**config.mk**
```make
export PLATFORM = sky130hd
export DESIGN_NAME = index_linked_list_engine
export DESIGN_NICKNAME = d
export VERILOG_FILES = /design/src/sv/ille_pkg.sv /design/src/sv/ille_store.sv /design/src/sv/ille_ctrl.sv /design/src/sv/index_linked_list_engine.sv
export VERILOG_INCLUDE_DIRS = /design/src /design/src/sv
export SDC_FILE = /design/constraint.sdc
export NUM_CORES = 1
export LEC_CHECK = 0
export ABC_AREA = 1
export BUFFER_PORTS_ARGS = -buffer_cell sky130_fd_sc_hd__buf_2
export CAP_MARGIN = 10
export CORE_MARGIN = 2
export CORE_UTILIZATION = 36
export CTS_CLUSTER_SIZE = 30
export DETAILED_ROUTE_END_ITERATION = 8
export PLACE_DENSITY = 0.5
export SETUP_SLACK_MARGIN = 0.1
export SYNTH_ARGS = -nofsm -noshare
export SYNTH_HDL_FRONTEND = slang
export SYNTH_SLANG_ARGS = --single-unit
```
**constraint.sdc**
```tcl
create_clock -name clk -period 6.6 [get_ports clk]
set_clock_uncertainty 0.15 [all_clocks]
set_input_delay 1.32 -clock clk [delete_from_list [all_inputs] [get_ports clk]]
set_output_delay 1.32 -clock clk [all_outputs]
set_load 0.01 [all_outputs]
```
**src/sv/index_linked_list_engine_defines.svh**
```systemverilog
// Assertion macros for the index linked list engine.
// Used by the top level; expects signals clk and rst in scope.
`ifndef INDEX_LINKED_LIST_ENGINE_DEFINES_SVH
`define INDEX_LINKED_LIST_ENGINE_DEFINES_SVH

// Same-cycle implication, disabled in reset.
`define ILLE_ASSERT(label, ante, cons, msg) \
  label: assert property (@(posedge clk) disable iff (rst) (ante) |-> (cons)) \
    else $error(msg);

// Next-cycle implication, disabled in reset.
`define ILLE_ASSERT_NXT(label, ante, cons, msg) \
  label: assert property (@(posedge clk) disable iff (rst) (ante) |=> (cons)) \
    else $error(msg);

`endif

```
**src/sv/ille_pkg.sv**
```systemverilog
// Shared types and constants for the index linked list engine.
// No dependencies; imported by every module of the block.
`default_nettype none

package ille_pkg;

  localparam int CAPACITY = 16;
  localparam int NSLOTS   = CAPACITY + 1;
  localparam int IDX_W    = $clog2(NSLOTS);
  localparam int VAL_W    = 32;

  typedef logic [IDX_W-1:0] idx_t;
  typedef logic [IDX_W-1:0] cnt_t;
  typedef logic [VAL_W-1:0] val_t;

  typedef enum logic [1:0] {
    CMD_SHOW       = 2'd0,
    CMD_INS_BEFORE = 2'd1,
    CMD_INS_AFTER  = 2'd2,
    CMD_DELETE     = 2'd3
  } cmd_e;

  typedef enum logic [1:0] {
    ST_OK      = 2'd0,
    ST_FULL    = 2'd1,
    ST_EMPTY   = 2'd2,
    ST_MISSING = 2'd3
  } status_e;

  typedef enum logic [2:0] {
    S_IDLE,
    S_SCAN,
    S_FIND_RD,
    S_FIND_CMP,
    S_LINK,
    S_SHOW_RD,
    S_SHOW_EMIT,
    S_RESP
  } state_e;

  typedef struct packed {
    logic [1:0]         command;
    logic signed [31:0] new_value;
    logic signed [31:0] anchor_value;
  } in_t;

  typedef struct packed {
    logic signed [31:0] out_value;
    logic [1:0]         status;
    logic               last;
  } out_t;

  // Sequencer to slot store
  typedef struct packed {
    logic val_we;
    idx_t val_waddr;
    val_t val_wdata;
    idx_t val_raddr;
    logic nx_we0;
    idx_t nx_waddr0;
    idx_t nx_wdata0;
    logic nx_we1;
    idx_t nx_waddr1;
    idx_t nx_wdata1;
    idx_t nx_raddr;
    logic fr_we;
    idx_t fr_waddr;
    logic fr_wdata;
    idx_t fr_raddr;
  } store_cmd_t;

  // Slot store to sequencer
  typedef struct packed {
    val_t val_rdata;
    idx_t nx_rdata;
    idx_t head_next;
    logic fr_rdata;
  } store_stat_t;

  typedef struct packed {
    logic busy;
    cnt_t count;
  } ctrl_stat_t;

endpackage

`default_nettype wire

```
**src/sv/ille_store.sv**
```systemverilog
// Slot storage: value memory (registered read), next links and free marks.
// Depends on ille_pkg.
`default_nettype none

module ille_store import ille_pkg::*; (
  input  logic        clk,
  input  logic        rst,
  input  store_cmd_t  cmd,
  output store_stat_t stat
);

  val_t                val_mem [NSLOTS];
  val_t                val_rdata;
  idx_t                nx [NSLOTS];
  logic [NSLOTS-1:0]   fr;

  // Value memory: no reset, read data registered.
  always_ff @(posedge clk) begin
    if (cmd.val_we) begin
      val_mem[cmd.val_waddr] <= cmd.val_wdata;
    end
    val_rdata <= val_mem[cmd.val_raddr];
  end

  // Links: reset to all zero, head points to itself.
  always_ff @(posedge clk) begin
    if (rst) begin
      for (int i = 0; i < NSLOTS; i++) begin
        nx[i] <= '0;
      end
    end else begin
      if (cmd.nx_we0) begin
        nx[cmd.nx_waddr0] <= cmd.nx_wdata0;
      end
      if (cmd.nx_we1) begin
        nx[cmd.nx_waddr1] <= cmd.nx_wdata1;
      end
    end
  end

  // Free marks: every slot free except the sentinel.
  always_ff @(posedge clk) begin
    if (rst) begin
      fr <= {{CAPACITY{1'b1}}, 1'b0};
    end else if (cmd.fr_we) begin
      fr[cmd.fr_waddr] <= cmd.fr_wdata;
    end
  end

  assign stat.val_rdata = val_rdata;
  assign stat.nx_rdata  = nx[cmd.nx_raddr];
  assign stat.head_next = nx[0];
  assign stat.fr_rdata  = fr[cmd.fr_raddr];

endmodule

`default_nettype wire

```
**src/sv/ille_ctrl.sv**
```systemverilog
// Command sequencer: free-slot scan, list walk with the shared value
// comparator, link updates and result generation. Depends on ille_pkg.
`default_nettype none

module ille_ctrl import ille_pkg::*; (
  input  logic        clk,
  input  logic        rst,
  input  logic        cmd_valid,
  input  in_t         cmd_item,
  output logic        cmd_stall,
  output logic        res_valid,
  output out_t        res_item,
  input  logic        res_ready,
  output store_cmd_t  scmd,
  input  store_stat_t sstat,
  output ctrl_stat_t  cstat
);

  state_e  state, state_next;
  cmd_e    cmd;
  val_t    nv;
  val_t    key;
  idx_t    cur;
  idx_t    prev;
  idx_t    slot;
  idx_t    at;
  idx_t    scan;
  cnt_t    steps;
  cnt_t    count;
  status_e resp_status;

  logic    accept;
  logic    hit;
  logic    walk_end;
  logic    show_last;
  logic    list_empty;
  cmd_e    in_cmd;

  assign in_cmd     = cmd_e'(cmd_item.command);
  assign accept     = cmd_valid && (state == S_IDLE);
  assign hit        = (sstat.val_rdata == key);
  assign walk_end   = (cur == '0) || (steps == cnt_t'(CAPACITY));
  assign show_last  = (sstat.nx_rdata == '0) || (steps == cnt_t'(CAPACITY - 1));
  assign list_empty = (count == '0) || (sstat.head_next == '0);

  // Next state
  always_comb begin
    state_next = state;
    unique case (state)
      S_IDLE: begin
        if (accept) begin
          unique case (in_cmd)
            CMD_SHOW:   state_next = list_empty ? S_RESP : S_SHOW_RD;
            CMD_DELETE: state_next = (count == '0) ? S_RESP : S_FIND_RD;
            default:    state_next = (count >= cnt_t'(CAPACITY)) ? S_RESP : S_SCAN;
          endcase
        end
      end
      S_SCAN: begin
        if (sstat.fr_rdata) begin
          state_next = (count == '0) ? S_LINK : S_FIND_RD;
        end else if (scan == idx_t'(CAPACITY)) begin
          state_next = S_RESP;
        end
      end
      S_FIND_RD:  state_next = walk_end ? S_RESP : S_FIND_CMP;
      S_FIND_CMP: begin
        if (hit) begin
          state_next = (cmd == CMD_DELETE) ? S_RESP : S_LINK;
        end else begin
          state_next = S_FIND_RD;
        end
      end
      S_LINK:     state_next = S_RESP;
      S_SHOW_RD:  state_next = S_SHOW_EMIT;
      S_SHOW_EMIT: begin
        if (res_ready) begin
          state_next = show_last ? S_IDLE : S_SHOW_RD;
        end
      end
      S_RESP: begin
        if (res_ready) begin
          state_next = S_IDLE;
        end
      end
      default: state_next = S_IDLE;
    endcase
  end

  // Outputs and store commands
  always_comb begin
    scmd           = '0;
    scmd.val_raddr = cur;
    scmd.nx_raddr  = (state == S_LINK) ? at : cur;
    scmd.fr_raddr  = scan;
    res_valid      = 1'b0;
    res_item       = '0;
    unique case (state)
      S_FIND_CMP: begin
        if (hit && (cmd == CMD_DELETE)) begin
          scmd.nx_we0    = 1'b1;
          scmd.nx_waddr0 = prev;
          scmd.nx_wdata0 = sstat.nx_rdata;
          scmd.nx_we1    = 1'b1;
          scmd.nx_waddr1 = cur;
          scmd.nx_wdata1 = '0;
          scmd.fr_we     = 1'b1;
          scmd.fr_waddr  = cur;
          scmd.fr_wdata  = 1'b1;
        end
      end
      S_LINK: begin
        scmd.val_we    = 1'b1;
        scmd.val_waddr = slot;
        scmd.val_wdata = nv;
        scmd.nx_we0    = 1'b1;
        scmd.nx_waddr0 = slot;
        scmd.nx_wdata0 = sstat.nx_rdata;
        scmd.nx_we1    = 1'b1;
        scmd.nx_waddr1 = at;
        scmd.nx_wdata1 = slot;
        scmd.fr_we     = 1'b1;
        scmd.fr_waddr  = slot;
        scmd.fr_wdata  = 1'b0;
      end
      S_SHOW_EMIT: begin
        res_valid          = 1'b1;
        res_item.out_value = sstat.val_rdata;
        res_item.status    = ST_OK;
        res_item.last      = show_last;
      end
      S_RESP: begin
        res_valid       = 1'b1;
        res_item.status = resp_status;
        res_item.last   = 1'b1;
      end
      default: ;
    endcase
  end

  always_ff @(posedge clk) begin
    if (rst) begin
      state <= S_IDLE;
    end else begin
      state <= state_next;
    end
  end

  // Element count
  always_ff @(posedge clk) begin
    if (rst) begin
      count <= '0;
    end else if (state == S_LINK) begin
      count <= count + cnt_t'(1);
    end else if ((state == S_FIND_CMP) && hit && (cmd == CMD_DELETE)) begin
      count <= count - cnt_t'(1);
    end
  end

  // Walk and scan registers
  always_ff @(posedge clk) begin
    case (state)
      S_IDLE: begin
        if (accept) begin
          cmd   <= in_cmd;
          nv    <= cmd_item.new_value;
          key   <= (in_cmd == CMD_DELETE) ? cmd_item.new_value : cmd_item.anchor_value;
          cur   <= sstat.head_next;
          prev  <= '0;
          steps <= '0;
          scan  <= idx_t'(1);
          resp_status <= (in_cmd == CMD_SHOW || in_cmd == CMD_DELETE) ? ST_EMPTY : ST_FULL;
        end
      end
      S_SCAN: begin
        if (sstat.fr_rdata) begin
          slot <= scan;
          at   <= '0;
        end else begin
          scan <= scan + idx_t'(1);
        end
      end
      S_FIND_RD: begin
        if (walk_end) begin
          resp_status <= ST_MISSING;
        end
      end
      S_FIND_CMP: begin
        if (hit) begin
          at          <= (cmd == CMD_INS_AFTER) ? cur : prev;
          resp_status <= ST_OK;
        end else begin
          prev  <= cur;
          cur   <= sstat.nx_rdata;
          steps <= steps + cnt_t'(1);
        end
      end
      S_LINK: resp_status <= ST_OK;
      S_SHOW_EMIT: begin
        if (res_ready) begin
          cur   <= sstat.nx_rdata;
          steps <= steps + cnt_t'(1);
        end
      end
      default: ;
    endcase
  end

  assign cmd_stall   = (state != S_IDLE);
  assign cstat.busy  = (state != S_IDLE);
  assign cstat.count = count;

endmodule

`default_nettype wire

```
**src/sv/index_linked_list_engine.sv**
```systemverilog
// Index linked list engine, top level: sequencer, slot store, result register.
// Depends on ille_pkg, ille_store, ille_ctrl and the assertion macro header.
//
// Usage
//   cmd channel: cmd_valid / cmd_stall / cmd_item (command, new_value,
//   anchor_value). An item is taken when cmd_valid is high and cmd_stall low.
//   cmd_stall stays high from the accept until the command's last result
//   has been handed to the result register; one command is in work at a time.
//   res channel: res_valid / res_stall / res_item (out_value, status, last).
//   Show gives one item per element, last on the final one; every other
//   command, and show of an empty list, gives exactly one item with last set.
// Sequence
//   Walking a node passes S_FIND_RD (registered value-memory read), then
//   S_FIND_CMP (the shared compare). Insert: accept, free-slot scan, walk to
//   the anchor, link, response. Delete: accept, walk, response; a missing
//   value ends the walk in S_FIND_RD before the response.
//   Show: accept, then a value read and an emit per element.
// Reset (rst, synchronous): list empty, all slots free, result register empty.
// Stall: a stalled result holds in the output register; the sequencer waits
//   on it and keeps cmd_stall high until the result can be placed.
`default_nettype none
`include "index_linked_list_engine_defines.svh"

module index_linked_list_engine import ille_pkg::*; (
  input  logic clk,
  input  logic rst,
  input  logic cmd_valid,
  output logic cmd_stall,
  input  in_t  cmd_item,
  output logic res_valid,
  input  logic res_stall,
  output out_t res_item
);

  store_cmd_t  scmd;
  store_stat_t sstat;
  ctrl_stat_t  cstat;
  logic        res_valid_c;
  out_t        res_item_c;
  logic        res_ready;

  ille_store u_store (
    .clk  (clk),
    .rst  (rst),
    .cmd  (scmd),
    .stat (sstat)
  );

  ille_ctrl u_ctrl (
    .clk       (clk),
    .rst       (rst),
    .cmd_valid (cmd_valid),
    .cmd_item  (cmd_item),
    .cmd_stall (cmd_stall),
    .res_valid (res_valid_c),
    .res_item  (res_item_c),
    .res_ready (res_ready),
    .scmd      (scmd),
    .sstat     (sstat),
    .cstat     (cstat)
  );

  // Result register: refills whenever empty or being drained this cycle.
  assign res_ready = !res_valid || !res_stall;

  always_ff @(posedge clk) begin
    if (rst) begin
      res_valid <= 1'b0;
    end else if (res_ready) begin
      res_valid <= res_valid_c;
    end
  end

  always_ff @(posedge clk) begin
    if (res_ready && res_valid_c) begin
      res_item <= res_item_c;
    end
  end

  // Checks
  `ILLE_ASSERT(a_count_range, 1'b1, cstat.count <= cnt_t'(CAPACITY), "count above capacity")
  `ILLE_ASSERT_NXT(a_busy_after_accept, cmd_valid && !cmd_stall, cmd_stall, "not busy after accept")
  `ILLE_ASSERT(a_result_when_busy, res_valid_c, cstat.busy, "result while idle")
  `ILLE_ASSERT_NXT(a_count_step, 1'b1, (cstat.count == $past(cstat.count)) || (cstat.count == $past(cstat.count) + cnt_t'(1)) || (cstat.count + cnt_t'(1) == $past(cstat.count)), "count jumped")

endmodule

`default_nettype wire

```
=== Word-level counts from Yosys, hierarchy flattened ===
Memory sizes are Yosys's and may differ from the RTL's. A register that Yosys moved wholly into a read port is not among the register bits.
Cells that the tools add are included.
Widths: inputs -> output; s select.

* $add $sub $neg: 4
* Order comparisons: 4
* Equal/unequal tests: 23
* Muxes and demuxes: 69
* Reductions and logical operators: 37

{| class="wikitable"
|+ Operator list
! operator !! number
|-
| $mux 5 || 19
|-
| $pmux 22 s2 || 1
|-
| $mux 38 || 1
|-
| $mux 3 || 11
|-
| $eq 32x32->1 || 1
|-
| $mux 32 || 1
|-
| $pmux 5 s2 || 3
|-
| $pmux 5 s3 || 2
|-
| $pmux 3 s8 || 1
|-
| $mux 22 || 1
|-
| $logic_not 5->1 || 4
|-
| $bwmux 17 || 1
|-
| $add 5x1->5 const B || 3
|-
| $mux 1 || 15
|-
| $pmux 7 s2 || 1
|-
| $eq 3x3->1 const B || 4
|-
| $lt 5x6->1 const B || 2
|-
| $mux 2 || 6
|-
| $pmux 3 s2 || 2
|-
| $reduce_and 4->1 || 3
|-
| $eq 5x5->1 const B || 2
|-
| $ne 2x2->1 const B || 5
|-
| $reduce_or 5->1 || 2
|-
| $reduce_and 3->1 || 3
|-
| other kinds (23) || 43
|}

* Register bits after elaboration: 159
* RAM bits: 629
* Bits of input ports: 70
* Output and inout port bits: 37
* Memories: 2

{| class="wikitable"
|+ Memory list
! memory !! words !! bits a word !! read ports !! clocked after memory_dff !! write ports !! line !! source
|-
| u_store.val_mem || 17 || 32 || 1 || 1 || 1 || ille_store.sv:12 || <nowiki>val_t val_mem [NSLOTS];</nowiki>
|-
| u_store.nx || 17 || 5 || 2 || 0 || 17 || ille_store.sv:14 || <nowiki>idx_t nx [NSLOTS];</nowiki>
|}

=== Logic depth before layout (Yosys ltp) ===
An unclocked memory read counts as a cell.

* Word-level depth: 10
* Depth in mapped cells: 20
* Mapped depth without buffers: 18

=== Cells and area by module ===
From an unflattened synthesis, not the netlist that was laid out.

* Cell total of the unflattened synthesis: 3779
* Area, all modules: 39180.1 um^2

{| class="wikitable"
|+ By module, submodules not included
! module !! times used !! cells an instance !! area each (um^2) !! sequential area each (um^2)
|-
| ille_store || 1 || 3014 || 32157.1 || 22121.2
|-
| ille_ctrl || 1 || 725 || 5928.2 || 3103.0
|-
| index_linked_list_engine || 1 || 40 || 1094.8 || 1071.0
|}

=== Worst setup path after synthesis ===
Ideal clock, no wire load.

* Path type: reg2reg
* From: register u_ctrl.state[0]
* To: memory u_store.val_mem[16][0] (netlist name), enable pin
* Setup time: 501 ps
* Arrival: 4175 ps
* Required time: 5949 ps
* Setup slack: 1774 ps
* Stages on the path, launching flop included: 8
* Buffers on the path: 1
* Period minus slack after synthesis: 4826 ps
* Cell sequence: dfxtp_1 nor2_4 nand2_4 buf_2 nor2_1 nor2_1 inv_1 nor4_1

* Longest elaborated chain between the ends: 4

{| class="wikitable"
|+ RTL lines
! what !! line !! source
|-
| start, declared || ille_ctrl.sv:19 || <nowiki>state_e state, state_next;</nowiki>
|-
| start signal, assigned || ille_ctrl.sv:145 || <nowiki>state <= state_next;</nowiki>
|-
| $eq 3x3->1 * || ille_ctrl.sv:98 || <nowiki>unique case (state)</nowiki>
|-
| $mux 38 * || ille_ctrl.sv:98 ||
|-
| $mux 1 || ille_store.sv:19 || <nowiki>if (cmd.val_we) begin</nowiki>
|-
| $mux 1 (not written as such) || ille_store.sv:20 || <nowiki>val_mem[cmd.val_waddr] <= cmd.val_wdata;</nowiki>
|-
| end, declared || ille_store.sv:12 ||
|}

Every way passes the cells marked *; elsewhere a longest branch is shown, timed or not.

==> run_results.csv <==
group,metric,value,unit
run_status,status,"complete, no violations",
yosys,synth_area_leaders,"edfxtp_1 65%, nand2_1 7.0%, o21ai_0 4.8%",
setup_path,r2r_slack,2.08,ns
timing,slew_viol_final,0,
clock_network,clk_pin_slew_worst_paths,0.06,ns
cells_and_area,drive_above_1_share,10.4,%
floorplanning,initial_utilization,36.2,%
drt,drtAntennaViolNets,0,
yosys,synth_fa_ha_area_share,0.376,%
grt,grt_max_degree,175,
timing,tns,0,ns
grt,grt_pass1_wl,166000,µm
yosys,synth_top_family_by_area,"simple AND/OR/NAND/NOR gates",
placed_design,port_buffers,106,
pwr,pwr_density_cell,424,nW/µm²
worst_hold_path,min_from,"u_store.fr[0]",
timing,fin_ws,2.08,ns
clock_network,numCtsBuffers,95,
placed_design,globalplace.congestion,0.923,
cells_and_area,antenna_cells,0,
pwr,power_leakage,16.0,nW
timing,hold_violations,0,
floorplanning,die_height,331,µm
job,drv_cap,0,
cells_and_area,area_delta_synth_final,13.6,%
floorplanning,ios,107,
timing,fmax,0.221,GHz
yosys,synthMuxAreaShare,0,%
floorplanning,placementRows,120,
yosys,yosys.area_share.xor_xnor,0.409,%
clock_network,hold_buffers,0,
setup_path,cp-start-kind,"flip-flop",
drt,drc,0,
yosys,synthFlopType,"edfxtp_1",
setup_path,crit_required,6.96,ns
yosys,synthSimpleGateAreaFrac,16.3,%
clock_network,cts.sinks,895,
setup_path,cpPeakStageDelay,0.65,ns
grt,gr-total-overflow,0,
drt,route.detailed.wl_per_inst,21.7,µm
pwr,ir_drop,280,µV
setup_path,cp.arrival,4.88,ns
clock_network,post_cts_buffers,0,
yosys,synth_cells,3595,
worst_hold_path,hp-class,"flip-flop to flip-flop",
setup_path,ff2ff_path_depth,18,
yosys,synth.distinct_cells,44,
setup_path,crit_top_cell,"nand2_1",
clock_network,clk_latency,0.69,ns
clock_network,cts_root_buf,"clkbuf_16",
drt,postRouteWirelength,111000,µm
setup_path,cp_max_fo,49,
cells_and_area,fin_nets,3736,
setup_path,crit_chain,"nor2_4 -> nand2_4 -> nand2_2 -> nand2_2 -> buf_12 -> nand2_1 -> nand2_1 -> nand2_1 -> nand3_1 -> nand3_1 -> nand2_1 -> nand2_1 -> nand2_1 -> inv_2 -> nor2_2 -> buf_4 -> nand3_1 -> o21ai_1",
setup_path,rr_endpoint,"u_store.nx[3][4]",
floorplanning,dieWidth,331,µm
timing,fin_crit_sh,68.4,%
yosys,syn_nets,3676,
yosys,yosysTopAreaCellShare,65.2,%
clock_network,cts_max_path_buffers,3,
yosys,synth-compound-area-share,9.76,%
grt,antenna_found_initial,0,
drt,first_pass_iters,5,
clock_network,h-tree-depth,3,
yosys,syn_area,38600,µm²
drt,drt-vias-per-instance,5.24,
setup_path,path_class,"flip-flop to flip-flop",
worst_hold_path,min_path_cells,2,
timing,period_minus_slack,4.52,ns
setup_path,r2r-start,"u_ctrl.state[0]",
yosys,synth_top_area_cell,"edfxtp_1",
placed_design,pre_cts_ws,2.06,ns
timing,worst_pin_slew,1.21,ns
worst_hold_path,holdPathEnd,"u_store.fr[0]",
setup_path,setup.worst_path.end_class,"flip-flop",
placed_design,dp_hpwl,68400,µm
pwr,total_power,0.0186,W
timing,finalSetupViolCount,0,
yosys,synth_warnings,0,
drt,vias,26930,
drt,drt-initial-drc-count,2214,
grt,first_global_vias,25926,
yosys,synth_seq_cells,895,
clock_network,cts_tree,"built",
timing,rsz0062_at_grt,"no",
floorplanning,die_area,110000,µm²
setup_path,crit_path_top_delay_cell,"nor2_2",
clock_network,cts.repair.resized,0,
grt,grt_usage,19.8,%
yosys,ys_seq_area_share,68.2,%
yosys,synth_edf_count,837,
floorplanning,coreArea,107000,µm²
yosys,synth_area_per_cell,10.7,µm²
yosys,synthArstFlopShare,0,%
timing,slew_headroom,19.1,%
cell usage after synthesis, drive strengths merged (2+ instances only):
| cell type | number |
|---|---|
| a21oi | 24 |
| a31oi | 4 |
| a41oi | 32 |
| buf | 57 |
| clkbuf | 155 |
| clkinv | 4 |
| dfxtp | 58 |
| edfxtp | 837 |
| ha | 10 |
| inv | 270 |
| nand2 | 723 |
| nand3 | 281 |
| nand3b | 3 |
| nand4 | 8 |
| nor2 | 493 |
| nor3 | 6 |
| nor4 | 2 |
| o211ai | 23 |
| o21a | 2 |
| o21ai | 439 |
| o221ai | 49 |
| o22ai | 80 |
| or2 | 11 |
| xnor2 | 17 |
registers in the layout, summed over array words and instances, names as in the netlist:
signal              cells
u_ctrl.cmd              2
u_ctrl.slot             5
u_ctrl.steps            5
u_store.val_mem       544
u_store.val_rdata      32
res_valid               1
u_ctrl.at               5
u_ctrl.scan             5
res_item               35
u_ctrl.resp_status      2
u_ctrl.key             32
u_ctrl.state            3
u_store.fr             17
u_ctrl.cur              5
u_ctrl.prev             5
u_ctrl.count            5
u_store.nx            160
u_ctrl.nv              32
final cells by class:
type	count	area [µm²]
Inverter	274	1040
Timing Repair Buffer	175	1140
Multi-Input combinational cell	2214	10500
Sequential cell	895	26300
Tap cell	1403	1760
Clock inverter	56	468
Fill cell	10247	62800
Clock buffer	123	2610
logic make-up (layout without fill, tap and decap cells):
family                     Yosys count  count (layout)
buffers and inverters              486             628
and+or+nand+nor                   1529            1529
DFF                                895             895
AOI/OAI and AO/OA                  656             656
adders and majority gates           11              11
xor gates and xnor gates            18              18
metal layers:
layer	routed length, µm	GRT usage, %
met3	4440	2.27
met4	3810	7.19
met2	55100	34.1
met1	48000	25.9
met5	0	0
worst max path at each step:
| stage | from | end | slack (ns) | cells past startpoint |
|---|---|---|---|---|
| 6_report | u_ctrl.state[0] | u_store.nx[3][4] | 2.08 | 18 |
| 5_1_grt | u_ctrl.state[0] | u_store.nx[3][4] | 1.68 | 18 |
| 4_1_cts | u_ctrl.state[0] | u_store.nx[15][2] | 2.10 | 18 |
| 3_5_place_dp | rst | u_store.nx[22][1] | 2.06 | 6 |
| 3_3_place_gp | u_ctrl.state[0] | u_store.nx[2][4] | 2.16 | 18 |
| 2_1_floorplan | u_ctrl.state[0] | u_store.val_mem[16][0] | 1.77 | 7 |
power breakdown:
part           switching (W)  internal, W
Combinational        0.00447      0.00161
Sequential          0.000251      0.00697
Clock                0.00232      0.00296
cell usage in the layout, fill, tap and decap left out, drive strengths merged, types with 2 or more instances in the layout:
cell	netlist	final
bufinv	0	4
a41oi	32	32
a31oi	4	4
nand4	8	8
o21a	2	2
xnor2	17	17
ha	10	10
o221ai	49	49
o21ai	439	439
nor4	2	2
nor2	493	493
clkinvlp	0	4
o22ai	80	80
nand3b	3	3
inv	270	271
clkinv	4	51
a21oi	24	24
dfxtp	58	58
nor3	6	6
clkbuf	155	123
o211ai	23	23
nand2	723	723
buf	57	175
or2	11	11
nand3	281	281
edfxtp	837	837
critical path, delay by kind of cell, from the launching register on:
kind                   cells  cell delay (ns)
DFF                        1             0.45
buffers and inverters      3             0.76
and+or+nand+nor           14             2.87
AOI/OAI and AO/OA          1             0.08
per-stage QoR:
step                hold WS, ns  utilization (%)  instances  instance area (µm²)
global placement          0.297             38.1       4954                40700
floorplan                 0.276                -       3595                38600
CTS                       0.313             41.0       5135                43800
finish                    0.308             41.1       5140                43800
detailed placement        0.304             38.2       4956                40700
global route              0.349             41.1       5140                43800
(Power assumes the default switching activity.)
